`config.mk`:
```
export PLATFORM = sky130hd
export DESIGN_NAME = md2_hash_engine
export DESIGN_NICKNAME = d
export VERILOG_FILES = /design/src/md2_pkg.sv /design/src/md2_dp.sv /design/src/md2_ctrl.sv /design/src/md2_hash_engine.sv
export SDC_FILE = /design/constraint.sdc
export NUM_CORES = 1
export LEC_CHECK = 0
export ABC_AREA = 0
export BUFFER_PORTS_ARGS = -buffer_cell sky130_fd_sc_hd__buf_2
export CAP_MARGIN = 15
export CORE_MARGIN = 5
export CORE_UTILIZATION = 45
export CTS_BUF_LIST = sky130_fd_sc_hd__clkbuf_4 sky130_fd_sc_hd__clkbuf_8
export CTS_CLUSTER_SIZE = 8
export DETAILED_ROUTE_END_ITERATION = 7
export GPL_ROUTABILITY_DRIVEN = 0
export SLEW_MARGIN = 20
export SYNTH_ARGS = -nofsm -noshare
export SYNTH_HDL_FRONTEND = slang
export SYNTH_SLANG_ARGS = --single-unit
```
`constraint.sdc`:
```
create_clock -name clk -period 24 [get_ports clk]
set_input_delay 1.2 -clock clk [delete_from_list [all_inputs] [get_ports clk]]
set_output_delay 1.2 -clock clk [all_outputs]
set_load 0.03 [all_outputs]
```
`src/md2_pkg.sv`:
```
// md2 engine package: constants, substitution table, controller/datapath interface types
`timescale 1ns / 1ps

package md2_pkg;

  localparam int BLK_BYTES  = 16;
  localparam int WORK_BYTES = 48;
  localparam int ROUNDS     = 18;

  localparam int STEP_W  = $clog2(WORK_BYTES);
  localparam int ROUND_W = $clog2(ROUNDS);
  localparam int IDX_W   = $clog2(BLK_BYTES);

  // input item kinds carried on tuser
  localparam logic MODE_ABSORB = 1'b0;
  localparam logic MODE_FINISH = 1'b1;

  // md2 substitution table (digits of pi)
  localparam logic [7:0] SBOX [256] = '{
    8'd41,  8'd46,  8'd67,  8'd201, 8'd162, 8'd216, 8'd124, 8'd1,
    8'd61,  8'd54,  8'd84,  8'd161, 8'd236, 8'd240, 8'd6,   8'd19,
    8'd98,  8'd167, 8'd5,   8'd243, 8'd192, 8'd199, 8'd115, 8'd140,
    8'd152, 8'd147, 8'd43,  8'd217, 8'd188, 8'd76,  8'd130, 8'd202,
    8'd30,  8'd155, 8'd87,  8'd60,  8'd253, 8'd212, 8'd224, 8'd22,
    8'd103, 8'd66,  8'd111, 8'd24,  8'd138, 8'd23,  8'd229, 8'd18,
    8'd190, 8'd78,  8'd196, 8'd214, 8'd218, 8'd158, 8'd222, 8'd73,
    8'd160, 8'd251, 8'd245, 8'd142, 8'd187, 8'd47,  8'd238, 8'd122,
    8'd169, 8'd104, 8'd121, 8'd145, 8'd21,  8'd178, 8'd7,   8'd63,
    8'd148, 8'd194, 8'd16,  8'd137, 8'd11,  8'd34,  8'd95,  8'd33,
    8'd128, 8'd127, 8'd93,  8'd154, 8'd90,  8'd144, 8'd50,  8'd39,
    8'd53,  8'd62,  8'd204, 8'd231, 8'd191, 8'd247, 8'd151, 8'd3,
    8'd255, 8'd25,  8'd48,  8'd179, 8'd72,  8'd165, 8'd181, 8'd209,
    8'd215, 8'd94,  8'd146, 8'd42,  8'd172, 8'd86,  8'd170, 8'd198,
    8'd79,  8'd184, 8'd56,  8'd210, 8'd150, 8'd164, 8'd125, 8'd182,
    8'd118, 8'd252, 8'd107, 8'd226, 8'd156, 8'd116, 8'd4,   8'd241,
    8'd69,  8'd157, 8'd112, 8'd89,  8'd100, 8'd113, 8'd135, 8'd32,
    8'd134, 8'd91,  8'd207, 8'd101, 8'd230, 8'd45,  8'd168, 8'd2,
    8'd27,  8'd96,  8'd37,  8'd173, 8'd174, 8'd176, 8'd185, 8'd246,
    8'd28,  8'd70,  8'd97,  8'd105, 8'd52,  8'd64,  8'd126, 8'd15,
    8'd85,  8'd71,  8'd163, 8'd35,  8'd221, 8'd81,  8'd175, 8'd58,
    8'd195, 8'd92,  8'd249, 8'd206, 8'd186, 8'd197, 8'd234, 8'd38,
    8'd44,  8'd83,  8'd13,  8'd110, 8'd133, 8'd40,  8'd132, 8'd9,
    8'd211, 8'd223, 8'd205, 8'd244, 8'd65,  8'd129, 8'd77,  8'd82,
    8'd106, 8'd220, 8'd55,  8'd200, 8'd108, 8'd193, 8'd171, 8'd250,
    8'd36,  8'd225, 8'd123, 8'd8,   8'd12,  8'd189, 8'd177, 8'd74,
    8'd120, 8'd136, 8'd149, 8'd139, 8'd227, 8'd99,  8'd232, 8'd109,
    8'd233, 8'd203, 8'd213, 8'd254, 8'd59,  8'd0,   8'd29,  8'd57,
    8'd242, 8'd239, 8'd183, 8'd14,  8'd102, 8'd88,  8'd208, 8'd228,
    8'd166, 8'd119, 8'd114, 8'd248, 8'd235, 8'd117, 8'd75,  8'd10,
    8'd49,  8'd68,  8'd80,  8'd180, 8'd143, 8'd237, 8'd31,  8'd26,
    8'd219, 8'd153, 8'd141, 8'd51,  8'd159, 8'd17,  8'd131, 8'd20
  };

  // commands from controller to datapath
  typedef struct packed {
    logic               absorb;     // store input byte in block buffer
    logic               load;       // fill work buffer from chain and a block
    logic               src_chk;    // block source is the checksum
    logic               pad;        // pad block entries past the fill count
    logic               step;       // one table lookup of the round loop
    logic               round_end;  // last lookup of a round
    logic [ROUND_W-1:0] round;      // current round number
    logic               chk_en;     // update checksum in this step
    logic               emit;       // move one digest byte to the output register
    logic [IDX_W-1:0]   emit_idx;   // position of that byte
    logic               clear;      // return all state to reset values
  } md2_cmd_t;

  // status from datapath to controller
  typedef struct packed {
    logic fill_last;  // block buffer holds 15 bytes
  } md2_stat_t;

endpackage

```
`src/md2_dp.sv`:
```
// md2 datapath: block buffer, rotating work buffer, checksum, output register
`timescale 1ns / 1ps

module md2_dp (
  input  logic                          clk,
  input  logic                          rst_n,
  input  md2_pkg::md2_cmd_t             cmd,
  input  logic [7:0]                    in_byte,
  output md2_pkg::md2_stat_t            stat,
  output logic [7:0]                    out_byte,
  output logic [md2_pkg::IDX_W-1:0]     out_idx,
  output logic                          out_last
);

  logic [7:0] x_r   [md2_pkg::WORK_BYTES];
  logic [7:0] chk_r [md2_pkg::BLK_BYTES];
  logic [7:0] blk_r [md2_pkg::BLK_BYTES];
  logic [7:0] m_w   [md2_pkg::BLK_BYTES];
  logic [md2_pkg::IDX_W-1:0] fill_r;
  logic [7:0] t_r, t_nxt, tc_r, x_new, c_new, pad_byte;
  logic [md2_pkg::IDX_W:0] pad_w;
  logic [7:0] out_byte_r;
  logic [md2_pkg::IDX_W-1:0] out_idx_r;
  logic out_last_r;

  assign stat.fill_last = (fill_r == md2_pkg::IDX_W'(md2_pkg::BLK_BYTES - 1));

  // block for compression: stored bytes, padding, or checksum
  assign pad_w    = (md2_pkg::IDX_W + 1)'(md2_pkg::BLK_BYTES) - {1'b0, fill_r};
  assign pad_byte = 8'(pad_w);
  always_comb begin
    for (int k = 0; k < md2_pkg::BLK_BYTES; k++) begin
      if (cmd.src_chk) begin
        m_w[k] = chk_r[k];
      end else if (cmd.pad && (md2_pkg::IDX_W'(k) >= fill_r)) begin
        m_w[k] = pad_byte;
      end else begin
        m_w[k] = blk_r[k];
      end
    end
  end

  // one lookup: head of work buffer mixed with table entry of the running byte
  assign x_new = x_r[0] ^ md2_pkg::SBOX[t_r];
  assign t_nxt = cmd.round_end ? (x_new + 8'(cmd.round)) : x_new;
  // checksum lookup: block byte k sits at work position 16 in step k of round 0
  assign c_new = chk_r[0] ^ md2_pkg::SBOX[x_r[md2_pkg::BLK_BYTES] ^ tc_r];

  // block buffer, no reset needed
  always_ff @(posedge clk) begin
    if (cmd.absorb) begin
      blk_r[fill_r] <= in_byte;
    end
  end

  // work buffer, checksum and running bytes
  always_ff @(posedge clk) begin
    if (!rst_n || cmd.clear) begin
      for (int k = 0; k < md2_pkg::WORK_BYTES; k++) x_r[k] <= 8'd0;
      for (int k = 0; k < md2_pkg::BLK_BYTES; k++) chk_r[k] <= 8'd0;
      fill_r <= '0;
      t_r    <= 8'd0;
      tc_r   <= 8'd0;
    end else begin
      if (cmd.absorb) begin
        fill_r <= fill_r + 1'b1;
      end
      if (cmd.load) begin
        for (int k = 0; k < md2_pkg::BLK_BYTES; k++) begin
          x_r[k + md2_pkg::BLK_BYTES]     <= m_w[k];
          x_r[k + 2 * md2_pkg::BLK_BYTES] <= x_r[k] ^ m_w[k];
        end
        t_r  <= 8'd0;
        tc_r <= chk_r[md2_pkg::BLK_BYTES - 1];
      end else if (cmd.step) begin
        for (int k = 0; k < md2_pkg::WORK_BYTES - 1; k++) x_r[k] <= x_r[k + 1];
        x_r[md2_pkg::WORK_BYTES - 1] <= x_new;
        t_r <= t_nxt;
        if (cmd.chk_en) begin
          for (int k = 0; k < md2_pkg::BLK_BYTES - 1; k++) chk_r[k] <= chk_r[k + 1];
          chk_r[md2_pkg::BLK_BYTES - 1] <= c_new;
          tc_r <= c_new;
        end
      end else if (cmd.emit) begin
        // rotate chain so the next digest byte is at the head
        for (int k = 0; k < md2_pkg::BLK_BYTES - 1; k++) x_r[k] <= x_r[k + 1];
        x_r[md2_pkg::BLK_BYTES - 1] <= x_r[0];
      end
    end
  end

  // output payload register
  always_ff @(posedge clk) begin
    if (cmd.emit) begin
      out_byte_r <= x_r[0];
      out_idx_r  <= cmd.emit_idx;
      out_last_r <= (cmd.emit_idx == md2_pkg::IDX_W'(md2_pkg::BLK_BYTES - 1));
    end
  end

  assign out_byte = out_byte_r;
  assign out_idx  = out_idx_r;
  assign out_last = out_last_r;

endmodule

```
`src/md2_ctrl.sv`:
```
// md2 controller: sequencing of absorb, compression rounds and digest output
`timescale 1ns / 1ps

module md2_ctrl (
  input  logic                clk,
  input  logic                rst_n,
  input  logic                in_valid,
  output logic                in_ready,
  input  logic                in_mode,
  output logic                out_valid,
  input  logic                out_ready,
  input  md2_pkg::md2_stat_t  stat,
  output md2_pkg::md2_cmd_t   cmd
);

  localparam logic [1:0] ST_IDLE = 2'd0;
  localparam logic [1:0] ST_LOAD = 2'd1;
  localparam logic [1:0] ST_COMP = 2'd2;
  localparam logic [1:0] ST_EMIT = 2'd3;

  logic [1:0] state_r, state_nxt;
  logic [md2_pkg::STEP_W-1:0]  step_r, step_nxt;
  logic [md2_pkg::ROUND_W-1:0] round_r, round_nxt;
  logic [md2_pkg::IDX_W-1:0]   emit_r, emit_nxt;
  logic fin_r, fin_nxt, src_chk_r, src_chk_nxt;
  logic out_valid_r, out_valid_nxt;
  logic accept, last_step, last_round, slot_free;

  assign in_ready   = (state_r == ST_IDLE);
  assign accept     = in_valid && in_ready;
  assign last_step  = (step_r == md2_pkg::STEP_W'(md2_pkg::WORK_BYTES - 1));
  assign last_round = (round_r == md2_pkg::ROUND_W'(md2_pkg::ROUNDS - 1));
  assign slot_free  = !out_valid_r || out_ready;
  assign out_valid  = out_valid_r;

  // next state and commands
  always_comb begin
    state_nxt     = state_r;
    step_nxt      = step_r;
    round_nxt     = round_r;
    emit_nxt      = emit_r;
    fin_nxt       = fin_r;
    src_chk_nxt   = src_chk_r;
    out_valid_nxt = out_valid_r && !out_ready;
    cmd           = '0;
    cmd.round     = round_r;
    cmd.emit_idx  = emit_r;
    cmd.src_chk   = src_chk_r;
    cmd.pad       = fin_r && !src_chk_r;
    unique case (state_r)
      ST_IDLE: begin
        if (accept) begin
          if (in_mode == md2_pkg::MODE_FINISH) begin
            fin_nxt   = 1'b1;
            state_nxt = ST_LOAD;
          end else begin
            cmd.absorb = 1'b1;
            if (stat.fill_last) state_nxt = ST_LOAD;
          end
        end
      end
      ST_LOAD: begin
        cmd.load  = 1'b1;
        step_nxt  = '0;
        round_nxt = '0;
        state_nxt = ST_COMP;
      end
      ST_COMP: begin
        cmd.step      = 1'b1;
        cmd.round_end = last_step;
        cmd.chk_en    = (round_r == '0) && (step_r < md2_pkg::STEP_W'(md2_pkg::BLK_BYTES));
        step_nxt      = last_step ? '0 : step_r + 1'b1;
        if (last_step) begin
          round_nxt = round_r + 1'b1;
          if (last_round) begin
            if (!fin_r) begin
              state_nxt = ST_IDLE;
            end else if (!src_chk_r) begin
              src_chk_nxt = 1'b1;
              state_nxt   = ST_LOAD;
            end else begin
              emit_nxt  = '0;
              state_nxt = ST_EMIT;
            end
          end
        end
      end
      ST_EMIT: begin
        if (slot_free) begin
          cmd.emit      = 1'b1;
          out_valid_nxt = 1'b1;
          emit_nxt      = emit_r + 1'b1;
          if (emit_r == md2_pkg::IDX_W'(md2_pkg::BLK_BYTES - 1)) begin
            cmd.clear   = 1'b1;
            fin_nxt     = 1'b0;
            src_chk_nxt = 1'b0;
            state_nxt   = ST_IDLE;
          end
        end
      end
      default: state_nxt = ST_IDLE;
    endcase
  end

  // control registers
  always_ff @(posedge clk) begin
    if (!rst_n) begin
      state_r     <= ST_IDLE;
      step_r      <= '0;
      round_r     <= '0;
      emit_r      <= '0;
      fin_r       <= 1'b0;
      src_chk_r   <= 1'b0;
      out_valid_r <= 1'b0;
    end else begin
      state_r     <= state_nxt;
      step_r      <= step_nxt;
      round_r     <= round_nxt;
      emit_r      <= emit_nxt;
      fin_r       <= fin_nxt;
      src_chk_r   <= src_chk_nxt;
      out_valid_r <= out_valid_nxt;
    end
  end

endmodule

```
`src/md2_hash_engine.sv`:
```
// md2 hash engine top level: controller and datapath
//
//   channel | direction | tdata                        | tuser / tlast
//   in_     | slave     | [7:0] data_byte              | tuser: mode
//   out_    | master    | [7:0] digest_byte, [11:8] byte_index | tlast: last_flag
//
// an absorb item is stored in the block buffer; the one that completes a block adds a load step and
// the compression (18 rounds of 48 lookups, one lookup per cycle)
// a finish item starts a load and compression of the padded block, then of the checksum
// block, then 16 digest items, one per cycle while out_tready is high
// reset clears chain, checksum and fill count at once; no clearing pass
// the output register lets the last digest item wait while the next message is taken
`timescale 1ns / 1ps

module md2_hash_engine (
  input  logic        clk,
  input  logic        rst_n,
  input  logic        in_tvalid,
  output logic        in_tready,
  input  logic [7:0]  in_tdata,   // [7:0] data_byte
  input  logic        in_tuser,   // [0] mode
  output logic        out_tvalid,
  input  logic        out_tready,
  output logic [15:0] out_tdata,  // [7:0] digest_byte, [11:8] byte_index, zero above
  output logic        out_tlast
);

  md2_pkg::md2_cmd_t  cmd;
  md2_pkg::md2_stat_t stat;
  logic [7:0] out_byte;
  logic [md2_pkg::IDX_W-1:0] out_idx;

  // sequencing
  md2_ctrl u_ctrl (
    .clk       (clk),
    .rst_n     (rst_n),
    .in_valid  (in_tvalid),
    .in_ready  (in_tready),
    .in_mode   (in_tuser),
    .out_valid (out_tvalid),
    .out_ready (out_tready),
    .stat      (stat),
    .cmd       (cmd)
  );

  // data storage and lookups
  md2_dp u_dp (
    .clk      (clk),
    .rst_n    (rst_n),
    .cmd      (cmd),
    .in_byte  (in_tdata),
    .stat     (stat),
    .out_byte (out_byte),
    .out_idx  (out_idx),
    .out_last (out_tlast)
  );

  assign out_tdata = {4'd0, out_idx, out_byte};

endmodule

```
* Yosys cells after proc, flatten, opt, wreduce, memory -nomap -nowiden
Memory sizes are Yosys's and may differ from the RTL's.
Index checks and enable logic that the tools add are counted.
** Word-level totals
- Memory bits (writable) :: 640
- ROM bits :: 4096
- Bits in registers :: 53
- Output and inout bits :: 19
- Bits in latches :: 0
- Logic and storage cells :: 447
- Memories :: 5
** Cells by class
- Eq/ne operators :: 16
- Add/sub/neg operators :: 6
- $lt $le $gt $ge :: 19
- Reductions and logical operators :: 40
- Multiply operators :: 0
- Shift operators :: 0
- Bitwise logic cells :: 133
- Multiplexer cells :: 215
- Divide/modulo/power cells :: 0
** Memories
- (name not given) :: depth 256, bits a word 8, read ports 1, clocked after Yosys merged registers in 0, wr ports 0, RTL line md2_dp.sv:44 : assign x_new = x_r[0] ^ md2_pkg::SBOX[t_r];
- (name not given) :: depth 256, bits a word 8, read ports 1, clocked after Yosys merged registers in 0, wr ports 0, RTL line md2_dp.sv:47 : assign c_new = chk_r[0] ^ md2_pkg::SBOX[x_r[md2_pkg::BLK_BYTES] ^ tc_r];
- u_dp.x_r :: depth 48, bits a word 8, read ports 48, clocked after Yosys merged registers in 0, wr ports 48, RTL line md2_dp.sv:15 : logic [7:0] x_r [md2_pkg::WORK_BYTES];
- u_dp.blk_r :: depth 16, bits a word 8, read ports 16, clocked after Yosys merged registers in 0, wr ports 1, RTL line md2_dp.sv:17 : logic [7:0] blk_r [md2_pkg::BLK_BYTES];
- u_dp.chk_r :: depth 16, bits a word 8, read ports 16, clocked after Yosys merged registers in 0, wr ports 16, RTL line md2_dp.sv:16 : logic [7:0] chk_r [md2_pkg::BLK_BYTES];
** Operators by type and width (count)
- $mux 8 :: 152
- $xor 8x8->8 :: 19
- $or 1x1->1 :: 112
- $mux 1 :: 40
- $ge 4x4->1 const A :: 8
- $logic_and 1x1->1 :: 20
- $mux 2 :: 10
- $mux 4 :: 5
- $ge 9x9->1 const B :: 2
- $not 8->9 :: 2
- $reduce_and 6->1 :: 3
- $ge 3x4->1 const A :: 4
- $ne 2x1->1 const B :: 6
- $pmux 6 s2 :: 1
- $pmux 5 s2 :: 1
- $reduce_bool 2->1 :: 5
- $add 4x1->4 const B :: 2
- $add 8x5->8 :: 1
- $eq 4x4->1 const B :: 2
- $ge 1x4->1 const A :: 2
- $ge 2x4->1 const A :: 2
- $pmux 2 s4 :: 1
- $pmux 4 s2 :: 1
- $add 6x1->6 const B :: 1
- other kinds (19) :: 27

* Depth between registers and ports, before layout
- Depth after elaboration :: 10
- Gate-level depth with buffers :: 21
- Depth with buffers taken out :: 19

* By module
A second synthesis with hierarchy kept.
** Second synthesis, totals
- Cells, all modules :: 3524
- Area total of the unflattened synthesis :: 36922.9 µm²
** Modules (own cells, without submodules)
- md2_dp :: area an instance 35657.9 µm², instances 1, seq. area each 20009.2 µm², cells each 3373
- md2_ctrl :: area an instance 1231.2 µm², instances 1, seq. area each 400.4 µm², cells each 146
- md2_hash_engine :: area an instance 33.8 µm², instances 1, seq. area each 0.0 µm², cells each 5

* Least setup slack after synthesis
No wires, ideal clock.
- Path type :: in2reg
- Start point :: input out_tready
- End point :: memory u_dp.x_r[0][0] (enable)
- Cell stages on the path :: 7
- Arrival :: 13.196 ns
- Path slack :: 10.310 ns
- Library setup time :: 0.494 ns
- Required time :: 23.506 ns
- Cells stage by stage :: nand2b_1 > nand2_1 > inv_1 > a21oi_1 > nand3_1 > nor2_1 > or3_1
** RTL lines
- start: declaration :: RTL line md2_hash_engine.sv:23 : input logic out_tready,
- end: declaration :: RTL line md2_dp.sv:15

* Final worst setup path
- Start point :: register u_dp.t_r[0]
- End point :: register u_dp.t_r[6]
** Between the ends
- Word-level cells in the longest chain between the ends :: 7
** Ends and longest elaborated chain
- start: declaration :: RTL line md2_dp.sv:20 : logic [7:0] t_r, t_nxt, tc_r, x_new, c_new, pad_byte;
- start signal: assignment :: RTL line md2_dp.sv:78 : t_r <= t_nxt;
- $not 8->9 (implied by the code) * :: RTL line md2_dp.sv:44
- $mem_v2 256x8 *
- $mux 8 (implied by the code) * (2 in series) :: RTL line md2_dp.sv:44
- $xor 8x8->8 * :: RTL line md2_dp.sv:44
- $add 8x5->8 :: RTL line md2_dp.sv:45 : assign t_nxt = cmd.round_end ? (x_new + 8'(cmd.round)) : x_new;
- $mux 8 * :: RTL line md2_dp.sv:45
Every way passes the cells marked *; elsewhere a longest branch is shown, timed or not. The select of a mux whose other input is x is not followed.
A chain may end at the register's enable or synchronous reset.

==> impl_metrics.toml <==
[outcome]
status = "complete, no violations"

[detailed_routing]
vias_per_cell = 6.271
drtAntennaViolNets = 0
initialDrtViolationCount = 4072
drt_first_pass_iters = 6
wl_per_cell_um = 25.10
drt-total-wl_mm = 118.0
vias = 29478
post-route-drc-count = 0

[placement]
post-dp-hpwl_mm = 70.68
dpl_cell_area_um2 = 38310
pre_cts_ws_ps = 18010
portBuffers = 27

[synthesis]
synth_compound_area_share_pct = 16.40
synth_area_leaders = "edfxtp_1 52%, nor2_1 5.1%, a21oi_1 3.9%, o21ai_0 3.0%, nand2_1 2.8%"
synth_common_cells = "653 x edfxtp_1, 512 x nor2_1, 296 x a21oi_1, 284 x nand2_1, 229 x clkbuf_1"
yosysWarnings = 0
synthXorXnorAreaFrac_pct = 4.299
synth-main-ff-cell = "edfxtp_1"
synth_top_family_by_area = "simple AND/OR/NAND/NOR gates"
syn_area_um2 = 37540
seq_area_frac_synth_pct = 54.37
ys_types = 86
synth_top_area_share_pct = 52.23
yosys.area_share.simple_pct = 16.67
yosysMostFrequentCell = "edfxtp_1"
muxShareOfSynthArea_pct = 2.743
ys_seq_elements = 693
avgSynthCellArea_um2 = 10.26
async_reset_ff_share_pct = 0
synth_fa_ha_area_share_pct = 1.486
synth_top_cell_by_area = "edfxtp_1"
synth-edff-count = 653
synth_cells = 3658

[clock_tree]
numCtsBuffers = 110
htreeDepth = 3
clock_latency_ps = 730
clk_pin_slew_ps = 60
cts_buffer_depth = 3
cts_resized = 0
ctsHoldBuffers = 0
cts_tree = "yes"
clock_tree.root_cell = "clkbuf_8"
post-cts-setup-buffers = 0
cts_sinks = 693

[setup_path]
rr_startpoint = "u_dp.t_r[0]$_SDFFE_PP0P_"
ff2ff_setup_slack_ps = 18560
cp-end-kind = "flop"
arrival_ps = 5990
reg2reg_depth = 19
start_kind = "flop"
crit_path_end = "u_dp.t_r[6]$_SDFFE_PP0P_"
crit_path_max_fanout = 33
r2r-end = "u_dp.t_r[6]$_SDFFE_PP0P_"
startpoint = "u_dp.t_r[0]$_SDFFE_PP0P_"
crit_type = "flop to flop"
required_ps = 24560

[floorplanning]
die_w_um = 298.8
num_rows = 106
initial_core_util_pct = 45.14
core_area_um2 = 83160
io_pins = 32
die_area_um2 = 89300
die_h_um = 298.8

[sta]
holdWs_ps = 486.3
tns_ps = 0
fin_ws_ps = 18560
fmax_mhz = 183.9
period_share_pct = 22.66
relSlewSlack_pct = 24.12
setup_violations = 0
fin_crit_ps = 5437
grt_setup_unrepaired = "no"
hold_viol = 0
finClkSkew_ps = 43.76
maxSlewViolCount = 0
tightest_slew_ps = 1133

[power]
p_per_area_nw_per_um2 = 124.7
p_leak_nw = 14.58
vdd_drop_max_mv = 0.1645

[global_route]
grt_max_degree = 217
grt_use_total_pct = 25.40
grt_pass1_vias = 27428
antenna_found_initial = 8
grt.overflow.total = 0
grt_first_pass_wirelength_mm = 176.9

[hold_path]
worstHoldStart = "u_ctrl.emit_r[3]$_SDFFE_PN0P_"
hold_class = "flop to flop"

[finish]
drive_gt1_share_pct = 8.769
areaGrowthSynthToFinish_pct = 7.552
final_area_um2 = 40380
final_nets = 3597

[run]
maxCapViolCount = 0
==> critical path, stage by stage (launching register included) <==
cell,delay (ps)
dfxtp_1,300
buf_4,340
clkinv_1,550
ha_1,490
buf_4,240
and2_1,280
o21ai_0,180
nand3_1,130
mux4_2,490
mux4_2,480
xor2_1,190
ha_1,250
fa_1,420
a21o_1,170
a21oi_1,210
nand2b_1,140
a21oi_1,60
nand2_1,70
xor2_1,150
a211oi_1,90
==> flip-flops by register name (all words and copies together) (netlist names), 5 cells and up <==
| name | cells |
|---|---|
| u_dp.tc_r | 8 |
| u_dp.blk_r | 128 |
| u_ctrl.round_r | 5 |
| u_dp.t_r | 8 |
| u_ctrl.step_r | 6 |
| u_dp.chk_r | 128 |
| u_dp.out_byte | 8 |
| u_dp.x_r | 384 |
==> cells in the final DEF (no fill, tap or decap), types with 18 or more instances in the layout <==
cell      count
a211oi_1     37
a21oi_1     295
a22oi_1     119
a311oi_1     21
a31oi_1      38
and2_1      141
and3_1      143
buf_2        27
buf_4        55
clkbuf_4     43
clkbuf_8    112
clkinv_1     23
dfxtp_1      35
edfxtp_1    653
ha_1         42
inv_1        24
mux2i_1      68
nand2_1     283
nand2b_1     41
nand3_1      54
nor2_1      508
nor2b_1      37
nor3_1       50
o211ai_1     30
o21ai_0     226
o221ai_1     18
xnor2_1     107
xor2_1       62
==> how the worst min path moves through the flow <==
stage	to	slack, ps	cells after the start
after floorplan	u_dp.out_idx[3]$_DFFE_PP_	450	0
after global placement	u_dp.out_idx[3]$_DFFE_PP_	470	0
after detailed placement	u_dp.out_idx[1]$_DFFE_PP_	480	0
after CTS	u_dp.out_idx[3]$_DFFE_PP_	490	0
after global routing	u_dp.out_idx[3]$_DFFE_PP_	490	0
final	u_dp.out_idx[3]$_DFFE_PP_	490	0
==> logic make-up after synthesis <==
logic type,count (synthesis)
buf+inv,349
flops,693
compound gates,973
mux,84
xor+xnor,180
other cells,1
fa+ha+maj,44
simple gates,1334
==> power by group <==
group          total [mW]  switching (mW)  internal (mW)
Clock               0.973           0.474          0.499
Sequential           1.84           0.168           1.67
Combinational        2.22            1.55          0.673
==> stage by stage <==
step | util (%) | power (mW) | instances
after floorplan | - | 3.341 | 3661
final | 48.55 | 5.036 | 4701
after CTS | 48.53 | 4.967 | 4695
after global placement | 46.07 | 3.998 | 4508
after detailed placement | 46.07 | 3.985 | 4508
after global routing | 48.55 | 5.261 | 4698
==> area by class of cell <==
class | count | area (um^2)
diodes | 6 | 15.01
clock inverters | 32 | 181.4
multi-input cells | 2619 | 15820
inverters | 31 | 116.4
repair buffers | 85 | 608.1
fillers | 7653 | 42780
clock buffers | 155 | 1864
well taps | 1080 | 1351
flip-flops and latches | 693 | 20420
==> per-layer routing <==
| layer | GRT usage, % | wire (um) |
|---|---|---|
| met4 | 9.168 | 4772 |
| met1 | 37.34 | 50770 |
| met3 | 4.809 | 11100 |
| met2 | 37.74 | 51330 |
| met5 | 0 | 23 |
No activity file was read; power rests on OpenSTA's default activity.
